<file path="src/rtl/src_pkg.sv">
`timescale 1ns / 1ps
`default_nettype none

package src_pkg;

	localparam int unsigned ALPHABET = 26;
	localparam int unsigned LAST_INDEX = 25;
	localparam logic [7:0] LETTER_BASE = 8'd65;
	localparam logic [7:0] LETTER_END = 8'd91;

	// configuration register indexes
	localparam logic REG_ROTOR_COUNT = 1'b0;
	localparam logic REG_DECRYPT = 1'b1;

	localparam int unsigned CFG_INDEX_W = 1;
	localparam int unsigned CFG_DATA_W = 2;

	// rotor count codes
	localparam logic [1:0] ROTORS_ONE = 2'd1;
	localparam logic [1:0] ROTORS_TWO = 2'd2;

	typedef logic [4:0] digit_t;

	// forward rotor tables
	localparam logic [7:0] ROTOR_ONE [ALPHABET] = '{
		"G", "W", "Q", "R", "U", "E", "Y", "N", "O", "J", "A", "K", "Z",
		"L", "S", "B", "I", "V", "C", "X", "D", "H", "F", "M", "P", "T"
	};
	localparam logic [7:0] ROTOR_TWO [ALPHABET] = '{
		"O", "A", "Z", "I", "J", "L", "D", "U", "Y", "M", "F", "V", "K",
		"R", "T", "Q", "B", "E", "H", "S", "P", "G", "W", "X", "C", "N"
	};

	// inverse tables: letter index to its position in the rotor
	localparam digit_t INV_ONE [ALPHABET] = '{
		5'd10, 5'd15, 5'd18, 5'd20, 5'd5,  5'd22, 5'd0,  5'd21, 5'd16,
		5'd9,  5'd11, 5'd13, 5'd23, 5'd7,  5'd8,  5'd24, 5'd2,  5'd3,
		5'd14, 5'd25, 5'd4,  5'd17, 5'd1,  5'd19, 5'd6,  5'd12
	};
	localparam digit_t INV_TWO [ALPHABET] = '{
		5'd1,  5'd16, 5'd24, 5'd6,  5'd17, 5'd10, 5'd21, 5'd18, 5'd3,
		5'd4,  5'd12, 5'd5,  5'd9,  5'd25, 5'd0,  5'd20, 5'd15, 5'd13,
		5'd19, 5'd14, 5'd7,  5'd11, 5'd22, 5'd23, 5'd8,  5'd2
	};

	// configuration as seen by the transform stage
	typedef struct packed {
		logic [1:0] rotor_count;
		logic       decrypt;
	} src_cfg_t;

	// one request after the position stage
	typedef struct packed {
		logic [7:0] data;
		digit_t     pos_low;
		digit_t     pos_high;
	} src_item_t;

	// add two digits modulo 26
	function automatic digit_t add26(input digit_t a, input digit_t b);
		logic [5:0] sum;
		sum = {1'b0, a} + {1'b0, b};
		if (sum >= 6'(ALPHABET)) begin
			sum = sum - 6'(ALPHABET);
		end
		return sum[4:0];
	endfunction

	// subtract two digits modulo 26
	function automatic digit_t sub26(input digit_t a, input digit_t b);
		logic [5:0] diff;
		if (a >= b) begin
			diff = {1'b0, a} - {1'b0, b};
		end else begin
			diff = {1'b0, a} + 6'(ALPHABET) - {1'b0, b};
		end
		return diff[4:0];
	endfunction

endpackage

`default_nettype wire

</file>
<file path="src/rtl/src_position.sv">
`timescale 1ns / 1ps
`default_nettype none

module src_position import src_pkg::*; (
	input  wire logic      clk,
	input  wire logic      arst_n,
	input  wire logic      in_valid,
	output logic           in_ready,
	input  wire logic [7:0] byte_in,
	input  wire logic      message_start,
	output logic           valid_s1,
	input  wire logic      ready_s1,
	output src_item_t      item_s1
);

	digit_t pos_low_q;
	digit_t pos_high_q;
	digit_t base_low;
	digit_t base_high;
	logic   in_fire;

	assign in_ready = !valid_s1 || ready_s1;
	assign in_fire = in_valid && in_ready;

	// clear the counter ahead of a message start
	always_comb begin
		base_low = message_start ? '0 : pos_low_q;
		base_high = message_start ? '0 : pos_high_q;
	end

	// advance the two-digit counter on each request
	always_ff @(posedge clk or negedge arst_n) begin
		if (!arst_n) begin
			pos_low_q <= '0;
			pos_high_q <= '0;
		end else if (in_fire) begin
			if (base_low >= 5'(LAST_INDEX)) begin
				pos_low_q <= '0;
				pos_high_q <= (base_high >= 5'(LAST_INDEX)) ? '0 : base_high + 5'd1;
			end else begin
				pos_low_q <= base_low + 5'd1;
				pos_high_q <= base_high;
			end
		end
	end

	// hold the stage valid until the transform takes it
	always_ff @(posedge clk or negedge arst_n) begin
		if (!arst_n) begin
			valid_s1 <= 1'b0;
		end else if (in_ready) begin
			valid_s1 <= in_valid;
		end
	end

	// capture the byte with the position it uses
	always_ff @(posedge clk) begin
		if (in_fire) begin
			item_s1.data <= byte_in;
			item_s1.pos_low <= base_low;
			item_s1.pos_high <= base_high;
		end
	end

endmodule

`default_nettype wire

</file>
<file path="src/rtl/src_transform.sv">
`timescale 1ns / 1ps
`default_nettype none

module src_transform import src_pkg::*; (
	input  wire logic      clk,
	input  wire logic      arst_n,
	input  wire src_cfg_t  cfg,
	input  wire logic      valid_s1,
	output logic           ready_s1,
	input  wire src_item_t item_s1,
	output logic           out_valid,
	input  wire logic      out_ready,
	output logic [7:0]     byte_out
);

	logic       is_letter;
	logic       rotor_ok;
	digit_t     letter_idx;
	digit_t     offset;
	digit_t     enc_idx;
	digit_t     dec_pos;
	digit_t     dec_idx;
	logic [7:0] result;
	logic [7:0] byte_out_q;

	assign ready_s1 = !out_valid || out_ready;

	// pick the offset and transform uppercase letters
	always_comb begin
		is_letter = (item_s1.data >= LETTER_BASE) && (item_s1.data < LETTER_END);
		rotor_ok = (cfg.rotor_count == ROTORS_ONE) || (cfg.rotor_count == ROTORS_TWO);
		letter_idx = 5'(item_s1.data - LETTER_BASE);
		if (cfg.rotor_count == ROTORS_TWO) begin
			offset = add26(item_s1.pos_low, item_s1.pos_high);
			dec_pos = INV_TWO[letter_idx];
		end else begin
			offset = item_s1.pos_low;
			dec_pos = INV_ONE[letter_idx];
		end
		enc_idx = add26(letter_idx, offset);
		dec_idx = sub26(dec_pos, offset);
		result = item_s1.data;
		if (is_letter && rotor_ok) begin
			if (cfg.decrypt) begin
				result = LETTER_BASE + {3'b000, dec_idx};
			end else if (cfg.rotor_count == ROTORS_TWO) begin
				result = ROTOR_TWO[enc_idx];
			end else begin
				result = ROTOR_ONE[enc_idx];
			end
		end
	end

	// hold the result until the consumer takes it
	always_ff @(posedge clk or negedge arst_n) begin
		if (!arst_n) begin
			out_valid <= 1'b0;
		end else if (ready_s1) begin
			out_valid <= valid_s1;
		end
	end

	always_ff @(posedge clk) begin
		if (ready_s1 && valid_s1) begin
			byte_out_q <= result;
		end
	end

	assign byte_out = byte_out_q;

endmodule

`default_nettype wire

</file>
<file path="src/rtl/stepping_rotor_cipher_unit.sv">
`timescale 1ns / 1ps
`default_nettype none

// Stepping rotor cipher: one byte in, one byte out, one byte per cycle
// unless out_ready stalls; position and transform stages register it.
// A two-digit base-26 position counter (period 676) steps each byte; a byte
// flagged message_start clears it first and then uses position zero.
// Only bytes 'A'..'Z' are changed; rotor_count 1 selects the first rotor
// with the low digit as offset, 2 the second rotor with both digits, and
// any other value passes every byte through. decrypt selects the inverse
// mapping. Write the configuration only while no request is in flight;
// register 0 is rotor_count, register 1 is decrypt.
module stepping_rotor_cipher_unit import src_pkg::*; (
	input  wire logic                  clk,
	input  wire logic                  arst_n,
	input  wire logic                  cfg_we,
	input  wire logic [CFG_INDEX_W-1:0] cfg_index,
	input  wire logic [CFG_DATA_W-1:0] cfg_data,
	input  wire logic                  in_valid,
	output logic                       in_ready,
	input  wire logic [7:0]            byte_in,
	input  wire logic                  message_start,
	output logic                       out_valid,
	input  wire logic                  out_ready,
	output logic [7:0]                 byte_out
);

	src_cfg_t  cfg_q;
	logic      valid_s1;
	logic      ready_s1;
	src_item_t item_s1;

	// take configuration writes
	always_ff @(posedge clk or negedge arst_n) begin
		if (!arst_n) begin
			cfg_q.rotor_count <= ROTORS_ONE;
			cfg_q.decrypt <= 1'b0;
		end else if (cfg_we) begin
			unique case (cfg_index)
				REG_ROTOR_COUNT: cfg_q.rotor_count <= cfg_data[1:0];
				REG_DECRYPT:     cfg_q.decrypt <= cfg_data[0];
				default:         cfg_q <= cfg_q;
			endcase
		end
	end

	src_position u_position (
		.clk           (clk),
		.arst_n        (arst_n),
		.in_valid      (in_valid),
		.in_ready      (in_ready),
		.byte_in       (byte_in),
		.message_start (message_start),
		.valid_s1      (valid_s1),
		.ready_s1      (ready_s1),
		.item_s1       (item_s1)
	);

	src_transform u_transform (
		.clk       (clk),
		.arst_n    (arst_n),
		.cfg       (cfg_q),
		.valid_s1  (valid_s1),
		.ready_s1  (ready_s1),
		.item_s1   (item_s1),
		.out_valid (out_valid),
		.out_ready (out_ready),
		.byte_out  (byte_out)
	);

endmodule

`default_nettype wire

</file>
<file path="config.mk">
export PLATFORM = sky130hd
export DESIGN_NAME = stepping_rotor_cipher_unit
export DESIGN_NICKNAME = d
export VERILOG_FILES = /design/src/rtl/src_pkg.sv /design/src/rtl/src_position.sv /design/src/rtl/src_transform.sv /design/src/rtl/stepping_rotor_cipher_unit.sv
export SDC_FILE = /design/constraint.sdc
export NUM_CORES = 1
export LEC_CHECK = 0
export BUFFER_PORTS_ARGS = -buffer_cell sky130_fd_sc_hd__buf_4
export CORE_MARGIN = 3
export CORE_UTILIZATION = 30
export DETAILED_ROUTE_END_ITERATION = 7
export HOLD_SLACK_MARGIN = 0.1
export PLACE_DENSITY = 0.43
export SLEW_MARGIN = 5
export SYNTH_ARGS = -nofsm -noshare
export SYNTH_HDL_FRONTEND = slang
export SYNTH_SLANG_ARGS = --single-unit
</file>
<file path="constraint.sdc">
create_clock -name clk -period 6.59 [get_ports clk]
set_input_delay 0.9885 -clock clk [delete_from_list [all_inputs] [get_ports clk]]
set_output_delay 0.9885 -clock clk [all_outputs]
set_load 0.05 [all_outputs]
</file>
* After elaboration in Yosys (flattened, before gate mapping) *
Memories as Yosys holds them, arrays and structs flattened.
Index checks and enable logic that the tools add are counted.

storage, ports and cells
  bits in registers = 41
  latch bits = 0
  memory bits (writable) = 0
  ROM bits = 832
  bits of input ports = 17
  logic and storage cells = 71
  memories kept = 4

operators by class
  add/subtract/negate cells = 11
  $mul = 0
  divide/modulo/power cells = 0
  $lt $le $gt $ge = 9
  eq/ne operators = 2
  shifts and indexed selects = 0
  multiplexer cells = 21
  bitwise gates (word level) = 3
  reduce and logical (&&, ||, !) cells = 11

memories
  name              words  width  rd ports  clocked after Yosys merged registers in  write ports  RTL line             text
  (name not given)  32     8      1         0                                        0            src_transform.sv:47  result = ROTOR_TWO[enc_idx];
  (name not given)  32     8      1         0                                        0            src_transform.sv:49  result = ROTOR_ONE[enc_idx];
  (name not given)  32     5      1         0                                        0            src_transform.sv:38  dec_pos = INV_ONE[letter_idx];
  (name not given)  32     5      1         0                                        0            src_transform.sv:35  dec_pos = INV_TWO[letter_idx];

operators with widths
  kind                                                                          number
  5-bit two-way mux                                                             14
  8-bit two-way mux                                                             7
  5-bit by 5-bit adder with 6-bit output                                        2
  6-bit by 5-bit >= comparator with 1-bit output, second input constant         2
  6-bit >= comparator, second input constant                                    2
  5-bit inverter with 6-bit output                                              2
  5-bit by 1-bit adder with 5-bit output, second input constant                 2
  5-bit >= comparator, second input constant                                    2
  5-bit subtractor                                                              2
  5-bit subtractor, second input constant                                       2
  7-bit by 5-bit adder with 8-bit output, first input constant                  1
  8-bit by 7-bit >= comparator with 1-bit output, second input constant         1
  8-bit by 7-bit less-than comparator with 1-bit output, second input constant  1
  5-bit adder, second input constant                                            1
  5-bit >= comparator                                                           1
  5-bit by 1-bit subtractor with 5-bit output, second input constant            1
  1-bit logical AND                                                             4
  2-bit AND reduction                                                           2
  1-bit logical OR                                                              3
  2-bit by 1-bit == test with 1-bit output, second input constant               1
  2-bit == test, second input constant                                          1
  1-bit logical NOT                                                             2
  1-bit inverter                                                                1

* Longest topological paths before layout *
Gate-level depths: netlist of the first run.

  depth after elaboration = 14
  gate-level depth with buffers = 27
  mapped depth without buffers = 26

* By module *
Synthesis of the first run repeated with hierarchy kept, for this count alone.

second synthesis, totals
  cells, all modules = 488
  area, all modules = 4306.6 um2

by module, submodules not included
  module                      instances  cells each  area an instance (um2)  sequential area each (um2)
  src_transform               1          384         2911.5                  265.3
  src_position                1          96          1263.7                  815.8
  stepping_rotor_cipher_unit  1          8           131.4                   76.3

* Worst setup path after synthesis of the first run *
No wires, ideal clock.

  path type = reg2reg
  start point = register u_position.item_s1[5] (netlist name)
  end point = register u_transform.byte_out_q[3] (netlist: u_transform.byte_out[3]), data pin
  library setup time = 169 ps
  arrival = 5800 ps
  path slack = 621 ps
  stages on the path, launching flop included = 26
  path through = edfxtp_1 ha_1 fa_1 a211oi_1 o21bai_1 nand2_1 a21oi_1 mux2_2 nand2_1 nand3_1 xnor2_1 mux2_2 fa_1 xor2_1 inv_1 a221oi_1 or3_1 a32oi_1 mux2i_4 xnor2_1 inv_1 ha_1 mux2_2 o221a_2 o221a_2 o31ai_1

between the ends
  word-level cells in the longest chain between the ends = 14
  elaborated cells between the ends (all ways) = 24

RTL lines
  what                                                                                       RTL line                                  text
  5-bit by 5-bit adder with 6-bit output                                                     src_pkg.sv:62                             sum = {1'b0, a} + {1'b0, b};
  5-bit subtractor / 6-bit by 5-bit >= comparator with 1-bit output (equally long branches)  src_pkg.sv:64, src_pkg.sv:63
  5-bit two-way mux                                                                          src_pkg.sv:63                             if (sum >= 6'(ALPHABET)) begin
  5-bit two-way mux (*)                                                                      src_transform.sv:33                       if (cfg.rotor_count == ROTORS_TWO) begin
  5-bit by 5-bit adder with 6-bit output                                                     src_pkg.sv:62
  5-bit subtractor / 6-bit by 5-bit >= comparator with 1-bit output (equally long branches)  src_pkg.sv:64, src_pkg.sv:63
  5-bit two-way mux                                                                          src_pkg.sv:63
  5-bit inverter with 6-bit output (not written as such)                                     src_transform.sv:47, src_transform.sv:49
  memory read 32 x 8 bit, on equally long branches                                           --
  8-bit two-way mux, on equally long branches (2 in a row)                                   src_transform.sv:49, src_transform.sv:47
  8-bit two-way mux                                                                          src_transform.sv:46                       end else if (cfg.rotor_count == ROTORS_TWO) begin
  8-bit two-way mux (*)                                                                      src_transform.sv:44                       if (cfg.decrypt) begin
  8-bit two-way mux (*)                                                                      src_transform.sv:43                       if (is_letter && rotor_ok) begin
  net u_transform.result[3]                                                                  src_transform.sv:23                       logic [7:0] result;
  to (signal assigned)                                                                       src_transform.sv:65                       byte_out_q <= result;
  to (decl)                                                                                  src_transform.sv:24                       logic [7:0] byte_out_q;

The timed path passes the listed nets; every way through them passes the cells marked *. The select of a mux whose other input is x is not followed.
A chain may end at the register's enable or synchronous reset.

* Worst setup path in the final report of the first run *
  start point = register u_position.item_s1[5] (netlist name)
  end point = register u_transform.byte_out_q[1] (netlist: u_transform.byte_out[1]), data pin

between the ends
  word-level cells in the longest chain between the ends = 14
  elaborated cells between the ends (all ways) = 24

RTL lines
  what                                                                                       RTL line
  5-bit by 5-bit adder with 6-bit output                                                     src_pkg.sv:62
  5-bit subtractor / 6-bit by 5-bit >= comparator with 1-bit output (equally long branches)  src_pkg.sv:64, src_pkg.sv:63
  5-bit two-way mux                                                                          src_pkg.sv:63
  5-bit two-way mux (*)                                                                      src_transform.sv:33
  5-bit by 5-bit adder with 6-bit output                                                     src_pkg.sv:62
  5-bit subtractor / 6-bit by 5-bit >= comparator with 1-bit output (equally long branches)  src_pkg.sv:64, src_pkg.sv:63
  5-bit two-way mux                                                                          src_pkg.sv:63
  5-bit inverter with 6-bit output (not written as such)                                     src_transform.sv:47, src_transform.sv:49
  memory read 32 x 8 bit, on equally long branches                                           --
  8-bit two-way mux, on equally long branches (2 in a row)                                   src_transform.sv:49, src_transform.sv:47
  8-bit two-way mux                                                                          src_transform.sv:46
  8-bit two-way mux (*)                                                                      src_transform.sv:44
  8-bit two-way mux (*)                                                                      src_transform.sv:43
  net u_transform.result[1]                                                                  src_transform.sv:23

Marked as above.

==> results of run 1 <==
[flip-flops by register name (all words and copies together) (netlist names)]
| name | count |
|---|---|
| u_position.item_s1 | 18 |
| u_position.valid_s1 | 1 |
| u_position.pos_high_q | 5 |
| cfg_q | 3 |
| u_transform.byte_out | 8 |
| u_position.pos_low_q | 5 |
| u_transform.out_valid | 1 |
[area by class of cell]
type / instances / share of cell area
Sequential cell: 41 / 0.236
Tap cell: 180 / 0.0460
Timing Repair Buffer: 41 / 0.0629
Clock buffer: 8 / 0.0299
Inverter: 34 / 0.0268
Multi-Input combinational cell: 408 / 0.598
[layer usage]
| layer | track usage | vias to the layer above |
|---|---|---|
| met1 | 0.191 | 1793 |
| met5 | 0 | - |
| met3 | 0.0132 | 9 |
| met4 | 0.0344 | 0 |
| met2 | 0.240 | 93 |
| li1 | - | 1918 |
[cells by family (layout without fill, tap and decap cells)]
family | after synthesis | count (layout) | share of synthesized area
AOI/OAI and AO/OA | 161 | 161 | 0.249
xor gates and xnor gates | 23 | 23 | 0.0470
adders and majority gates | 49 | 49 | 0.151
buffers and inverters | 61 | 83 | 0.0557
DFF | 41 | 41 | 0.270
muxes | 17 | 17 | 0.0461
and+or+nand+nor | 158 | 158 | 0.181
[layout by cell type (no fill, tap or decap), types with 6 or more instances in the layout]
| cell | n |
|---|---|
| sky130_fd_sc_hd__xnor2_1 | 17 |
| sky130_fd_sc_hd__dfrtp_1 | 14 |
| sky130_fd_sc_hd__nor3_1 | 14 |
| sky130_fd_sc_hd__o22ai_1 | 7 |
| sky130_fd_sc_hd__nand2_1 | 45 |
| sky130_fd_sc_hd__edfxtp_1 | 26 |
| sky130_fd_sc_hd__a31oi_1 | 8 |
| sky130_fd_sc_hd__nor2b_1 | 16 |
| sky130_fd_sc_hd__o211ai_1 | 8 |
| sky130_fd_sc_hd__a211oi_1 | 8 |
| sky130_fd_sc_hd__buf_4 | 41 |
| sky130_fd_sc_hd__mux2_2 | 8 |
| sky130_fd_sc_hd__a21oi_1 | 39 |
| sky130_fd_sc_hd__nand2b_1 | 7 |
| sky130_fd_sc_hd__ha_1 | 42 |
| sky130_fd_sc_hd__inv_1 | 29 |
| sky130_fd_sc_hd__o21ai_0 | 36 |
| sky130_fd_sc_hd__nand3_1 | 8 |
| sky130_fd_sc_hd__o31ai_1 | 8 |
| sky130_fd_sc_hd__nand3b_1 | 6 |
| sky130_fd_sc_hd__mux2i_1 | 6 |
| sky130_fd_sc_hd__nor2_1 | 38 |
[through the flow]
stage,instances,utilization,hold slack (ns),total power [uW]
floorplan,510,-,0.449,1320
global placement,703,0.338,0.463,1640
detailed placement,703,0.338,0.460,1610
CTS,711,0.348,0.468,1870
global route,712,0.351,0.479,2070
finish,712,0.351,0.458,1900
[worst max path at each step]
stage	endpoint	startpoint	slack (ns)	cells past startpoint
after floorplan	u_transform.byte_out[3]	u_position.item_s1[5]	0.62	25
after global placement	u_transform.byte_out[1]	u_position.item_s1[5]	0.26	25
after detailed placement	u_transform.byte_out[3]	u_position.item_s1[5]	0.1	25
after CTS	u_transform.byte_out[1]	u_position.item_s1[5]	0.06	25
after global routing	u_transform.byte_out[1]	u_position.item_s1[5]	0.05	25
final	u_transform.byte_out[1]	u_position.item_s1[5]	0.43	25
[worst register-to-register path, stage by stage (launching register included)]
cell and delay [ns]:
sky130_fd_sc_hd__edfxtp_1 0.38, sky130_fd_sc_hd__ha_1 0.23, sky130_fd_sc_hd__fa_1 0.43, sky130_fd_sc_hd__a211oi_2 0.24
sky130_fd_sc_hd__o21bai_1 0.17, sky130_fd_sc_hd__nand2_1 0.09, sky130_fd_sc_hd__a21oi_1 0.05, sky130_fd_sc_hd__mux2_2 0.26
sky130_fd_sc_hd__nand2_1 0.08, sky130_fd_sc_hd__nand3_1 0.13, sky130_fd_sc_hd__xnor2_1 0.15, sky130_fd_sc_hd__mux2_2 0.34
sky130_fd_sc_hd__fa_1 0.41, sky130_fd_sc_hd__xor2_1 0.23, sky130_fd_sc_hd__inv_1 0.14, sky130_fd_sc_hd__a221oi_2 0.36
sky130_fd_sc_hd__or3_1 0.18, sky130_fd_sc_hd__a32oi_1 0.15, sky130_fd_sc_hd__mux2i_4 0.30, sky130_fd_sc_hd__mux2_4 0.41
sky130_fd_sc_hd__clkinv_2 0.17, sky130_fd_sc_hd__ha_1 0.25, sky130_fd_sc_hd__nor3_1 0.24, sky130_fd_sc_hd__a2111o_1 0.15
sky130_fd_sc_hd__a221oi_1 0.06, sky130_fd_sc_hd__a221o_1 0.31
[power breakdown]
part           switching (uW)  internal [uW]  total [uW]  leakage [uW]
Combinational             796            546        1340       0.00146
Clock                    91.1            151         242     0.0000712
Sequential               18.4            301         319      0.000444
Total                     905            998        1900       0.00198
[what timing repair did]
action | in CTS | in global routing
buffers inserted | 0 | 1
setup endpoints to repair | 0 | 5
resized for setup | 0 | 6
==> Flow_metrics.wiki, run 1 <==
{| class="wikitable"
! Metric !! Value
|-
| Wire length of the first global-routing pass || 18300 um
|-
| Length of routed met3 wiring || 397 um
|-
| Share of flip-flops with an asynchronous set or reset after synthesis || 0.366
|-
| Arrival time worst endpoint || 6.18 ns
|-
| Hold-fix buffer count after cts || 0
|-
| Req. time, crit path || 6.62 ns
|-
| Placement Rows || 43
|-
| Combined global-route utilization of all metal layers || 0.140
|-
| Register area || 1160 um^2
|-
| Unique masters post-synth || 70
|-
| Setup repair after global routing missed its margin || no
|-
| Layout cells sized above 1 || 0.145
|-
| Count of boundary I/O pins || 27
|-
| Ratio of routed vias to standard cells || 5.36
|-
| Placed standard-cell area || 4710 um^2
|-
| Peak supply drop || 187 uV
|-
| Vias in the first global route || 3568
|-
| Minimum setup slack after placement || 0.0972 ns
|-
| Worst Max-Slew Pin Slew || 0.792 ns
|-
| Maximum number of pins on one net before global-route repair || 26
|-
| Number of nets at the end of the flow || 595
|-
| Launch instance of the worst register-to-register path || u_position.item_s1[5]
|-
| Avg Inst Size Synth || 8.41 um^2
|-
| End point of the most critical hold path || u_transform.byte_out[6]
|-
| Family with the most delay on the worst path || compound AO/OA/AOI/OAI gates
|-
| Number of synthesized register bits || 41
|-
| CP max-delay cell || sky130_fd_sc_hd__fa_1
|-
| Status || completed
|-
| Top post-synthesis cells by count || sky130_fd_sc_hd__nand2_1, sky130_fd_sc_hd__ha_1, sky130_fd_sc_hd__a21oi_1, sky130_fd_sc_hd__nor2_1, sky130_fd_sc_hd__o21ai_0
|-
| Post-route standard cell area excluding fillers || 4890 um^2
|-
| Worst-path maximum fanout || 14
|-
| Library cell with the highest instance count after synthesis || sky130_fd_sc_hd__nand2_1
|-
| Library cell with the largest summed area after synthesis || sky130_fd_sc_hd__edfxtp_1
|-
| Hold Crit Start || u_position.item_s1[16]
|-
| Per-cell routed wire length || 15.7 um
|-
| Die Y || 126 um
|-
| Terminus of the critical flop-to-flop path || u_transform.byte_out[1]
|-
| Effective utilization at floorplan || 0.308
|-
| R2R cell count || 25
|-
| Type of the worst setup path || register to register
|-
| Bufs and invs on worst path || 2
|-
| Net count after synthesis || 574
|-
| Diodes inserted || 0
|-
| Type of the worst min-delay path || register to register
|-
| Area growth syn-to-layout || 14.1%
|-
| Flop-to-flop setup slack || 0.43 ns
|-
| Post-DP HPWL || 8620 um
|-
| Top area cells in the synthesized netlist || sky130_fd_sc_hd__edfxtp_1, sky130_fd_sc_hd__ha_1, sky130_fd_sc_hd__dfrtp_1
|-
| Total congestion overflow after global routing || 0
|-
| Count of flip-flops with a built-in enable after synthesis || 26
|-
| Count of endpoints failing hold in the final timing report || 0
|-
| Wire length on met1 || 5310 um
|-
| Post-layout minimum cycle time || 6.16 ns
|-
| Number of max-slew violations in the final report || 0
|-
| Setup skew after layout || 0.00266 ns
|-
| Main synth FF type || sky130_fd_sc_hd__edfxtp_1
|-
| Warnings from Yosys || 0
|-
| Post-synthesis instance total || 510
|-
| Die X || 126 um
|-
| Cells on Worst Hold Path || 0
|-
| Root Buffer || sky130_fd_sc_hd__clkbuf_16
|-
| Top sig layer || met4
|-
| Buffer depth of the longest clock path || 2
|-
| Max-Cap Viols || 0
|-
| Number of DRC violations after detailed routing || 0
|-
| Post-route antenna net violation count || 0
|-
| Area of the placeable core || 13900 um^2
|-
| Min setup slack post-route || 0.430 ns
|-
| Top-area cell type share of the netlist area || 0.182
|-
| Met2 layer wire length in the routed design || 5370 um
|-
| Number of failing setup endpoints in the final timing report || 0
|-
| Crit share post-route || 0.935
|-
| Number of buffers created by CTS || 5
|-
| Starting DRC count in detailed routing || 220
|-
| Power density relative to cell area || 389 nW/um^2
|-
| Maximum cell stage delay along the critical path || 0.43 ns
|-
| Maximum clock rate || 0.162 GHz
|-
| Area of the multi-input gates || 2930 um^2
|-
| Die Footprint || 15800 um^2
|-
| Element type at the critical path start || register
|-
| Filler Cell Count || 1419
|-
| Number of optimization iterations in the first detailed-route pass || 5
|-
| Total negative slack for setup checks || 0 ns
|-
| CTS tree || yes
|-
| Routed via count || 3813
|-
| Clock-pin transition on the worst setup and hold timing paths || 0.06 ns
|-
| Sequential fraction of the synthesis area || 0.270
|-
| Level count of the clock H-tree || 2
|-
| Kind of end point of the critical path || register
|-
| Clock network latency to the later pin of the worst-skew pair || 0.28 ns
|-
| Port Buffers || 26
|-
| RePlAce Congestion || 0.812
|-
| Total clock sinks || 41
|-
| Total Wirelength || 11200 um
|-
| Leakage power figure || 0.00198 uW
|-
| Initial antenna violation count || 0
|-
| Cell area after synthesis || 4290 um^2
|-
| Worst max-slew margin expressed relative to the limit || 0.472
|}
No activity file was read; power rests on OpenSTA's default activity.
==> run 2: changes to the inputs <==
Settings changed: CTS_BUF_LIST set to sky130_fd_sc_hd__clkbuf_4 sky130_fd_sc_hd__clkbuf_8.
==> run 2 against run 1 <==
Compared with the run above: hold slack improved by 0.0046 ns; clock skew grew 0.0015 ns; global-route usage is essentially flat; sequential cell count is the same; final area shrank 1.0%; first-iteration DRC count shrank 6.4%; die area did not move; via count barely moved; clock power decreased by 26%; core utilization fell by 0.35 points; critical path depth is the same; largest cell class unchanged; largest power group unchanged.
==> Flow_metrics.wiki, run 2 (synthesis gave the netlist of run 1 again) <==
{| class="wikitable"
! Metric !! Value
|-
| Maximum number of pins on one net before global-route repair || 26
|-
| Element type at the critical path start || register
|-
| Area of the placeable core || 13900 um^2
|-
| Total negative slack for setup checks || 0 ns
|-
| Ratio of routed vias to standard cells || 5.36
|-
| Top library cells by usage in the layout, fill and taps aside || sky130_fd_sc_hd__nand2_1, sky130_fd_sc_hd__ha_1, sky130_fd_sc_hd__buf_4, sky130_fd_sc_hd__a21oi_1, sky130_fd_sc_hd__nor2_1
|-
| Peak supply drop || 168 uV
|-
| Status || completed
|-
| Fraction of power spent switching nets || 0.488
|-
| Diodes inserted || 0
|-
| Flip-flop count of the largest register after layout || 18
|-
| Starting DRC count in detailed routing || 206
|-
| Vias in the first global route || 3571
|-
| Count of boundary I/O pins || 27
|-
| Worst max-slew margin expressed relative to the limit || 0.478
|-
| Count of placed standard cells in the final layout, fillers left out || 712
|-
| Clk network pwr share || 0.097
|-
| Die Y || 126 um
|-
| Layout cells sized above 1 || 0.148
|-
| Combinational power share || 0.730
|-
| Number of nets at the end of the flow || 595
|-
| Power, Total || 1840 uW
|-
| Maximum clock rate || 0.163 GHz
|-
| Number of max-slew violations in the final report || 0
|-
| Total clock sinks || 41
|-
| Post-layout minimum cycle time || 6.13 ns
|-
| Buffer depth of the longest clock path || 2
|-
| Number of optimization iterations in the first detailed-route pass || 5
|-
| Crit share post-route || 0.930
|-
| Clock-pin transition on the worst setup and hold timing paths || 0.08 ns
|-
| Port Buffers || 26
|-
| Placement Rows || 43
|-
| Root Buffer || sky130_fd_sc_hd__clkbuf_8
|-
| Effective utilization at floorplan || 0.308
|-
| Wire length of the first global-routing pass || 18300 um
|-
| Filler Cell Count || 1431
|-
| Type of the worst setup path || register to register
|-
| Number of failing setup endpoints in the final timing report || 0
|-
| Family with the most delay on the worst path || compound AO/OA/AOI/OAI gates
|-
| Area growth syn-to-layout || 13.0%
|-
| Post-DP HPWL || 8620 um
|-
| CTS tree || yes
|-
| Worst-path maximum fanout || 14
|-
| Number of DRC violations after detailed routing || 0
|-
| Arrival time worst endpoint || 6.17 ns
|-
| Clock network latency to the later pin of the worst-skew pair || 0.29 ns
|-
| Count of endpoints failing hold in the final timing report || 0
|-
| Total congestion overflow after global routing || 0
|-
| Hold-fix buffer count after cts || 0
|-
| Bufs and invs on worst path || 2
|-
| Cell internal pwr || 940 uW
|-
| Switch Pwr || 897 uW
|-
| Setup repair after global routing missed its margin || no
|-
| Die Footprint || 15800 um^2
|-
| Leakage power figure || 0.00196 uW
|-
| Per-cell routed wire length || 15.7 um
|-
| CP max-delay cell || sky130_fd_sc_hd__fa_1
|-
| Die X || 126 um
|-
| Register with the highest flop count || u_position.item_s1
|-
| Req. time, crit path || 6.63 ns
|-
| Post-route antenna net violation count || 0
|-
| Placed Cells incl. Taps || 703
|-
| Number of buffers created by CTS || 5
|-
| Routed via count || 3815
|-
| Type of the worst min-delay path || register to register
|-
| Maximum cell stage delay along the critical path || 0.43 ns
|-
| Commonest non-fill, non-tap cell in the layout || sky130_fd_sc_hd__nand2_1
|-
| Kind of end point of the critical path || register
|-
| RePlAce Congestion || 0.812
|-
| Max-Cap Viols || 0
|-
| Level count of the clock H-tree || 2
|-
| Setup skew after layout || 0.00419 ns
|-
| Sequential cell fraction of total power || 0.174
|-
| Worst Max-Slew Pin Slew || 0.782 ns
|-
| Combined global-route utilization of all metal layers || 0.140
|-
| Total Wirelength || 11200 um
|-
| Power density relative to cell area || 379 nW/um^2
|-
| Initial antenna violation count || 0
|}
## run 2: cell counts in the layout (fill, tap and decap cells not counted)
Identical to the previous run, type by type.
## run 2: path summary, 6_finish.rpt
check,start,endpoint,slack (ns),depth (start not counted)
max reg2reg,u_position.item_s1[5],u_transform.byte_out[1],0.46,25
max in group asynchronous,arst_n,cfg_q[1],5.80,1
max,u_position.item_s1[5],u_transform.byte_out[1],0.46,25
min in group asynchronous,arst_n,u_transform.out_valid,0.54,1
min reg2reg,u_position.item_s1[16],u_transform.byte_out[6],0.46,0
min,u_position.item_s1[16],u_transform.byte_out[6],0.46,0
## run 2: routing by layer
metal	global-route usage	up-vias	part of all wire
met5	0	-	0
met4	0.0306	0	0.010
met3	0.0145	7	0.037
met2	0.240	86	0.48
met1	0.191	1804	0.47
li1	-	1918	-
## run 2: what timing repair did
action | CTS | global route
setup buffers | 0 | 1
resized for setup | 0 | 6
setup endpoints to repair | 0 | 5
## run 2: power by group through the flow
stage	clock (uW)	combinational, uW	sequential (uW)
2_1_floorplan	0	987	336
3_3_place_gp	0	1320	324
3_5_place_dp	0	1290	325
4_1_cts	189	1300	319
5_1_grt	197	1490	322
6_report	178	1340	319
## run 2: metrics by stage
step	util	hold slack [ns]	setup WS [ns]	instance area (um^2)
3_5_place_dp	0.338	0.460	0.0972	4710
5_1_grt	0.348	0.482	0.0451	4850
3_3_place_gp	0.338	0.463	0.258	4710
2_1_floorplan	-	0.449	0.621	4290
4_1_cts	0.345	0.472	0.0534	4800
6_report	0.348	0.463	0.460	4850
## run 2: final cells by class
class | count | area (um^2) | area share
sequential | 41 | 1160 | 0.239
tap | 180 | 225 | 0.0465
timing repair buffer | 41 | 308 | 0.0635
inverter | 34 | 131 | 0.0271
clock buffer | 8 | 97.6 | 0.0201
multi-input combinational | 408 | 2930 | 0.604
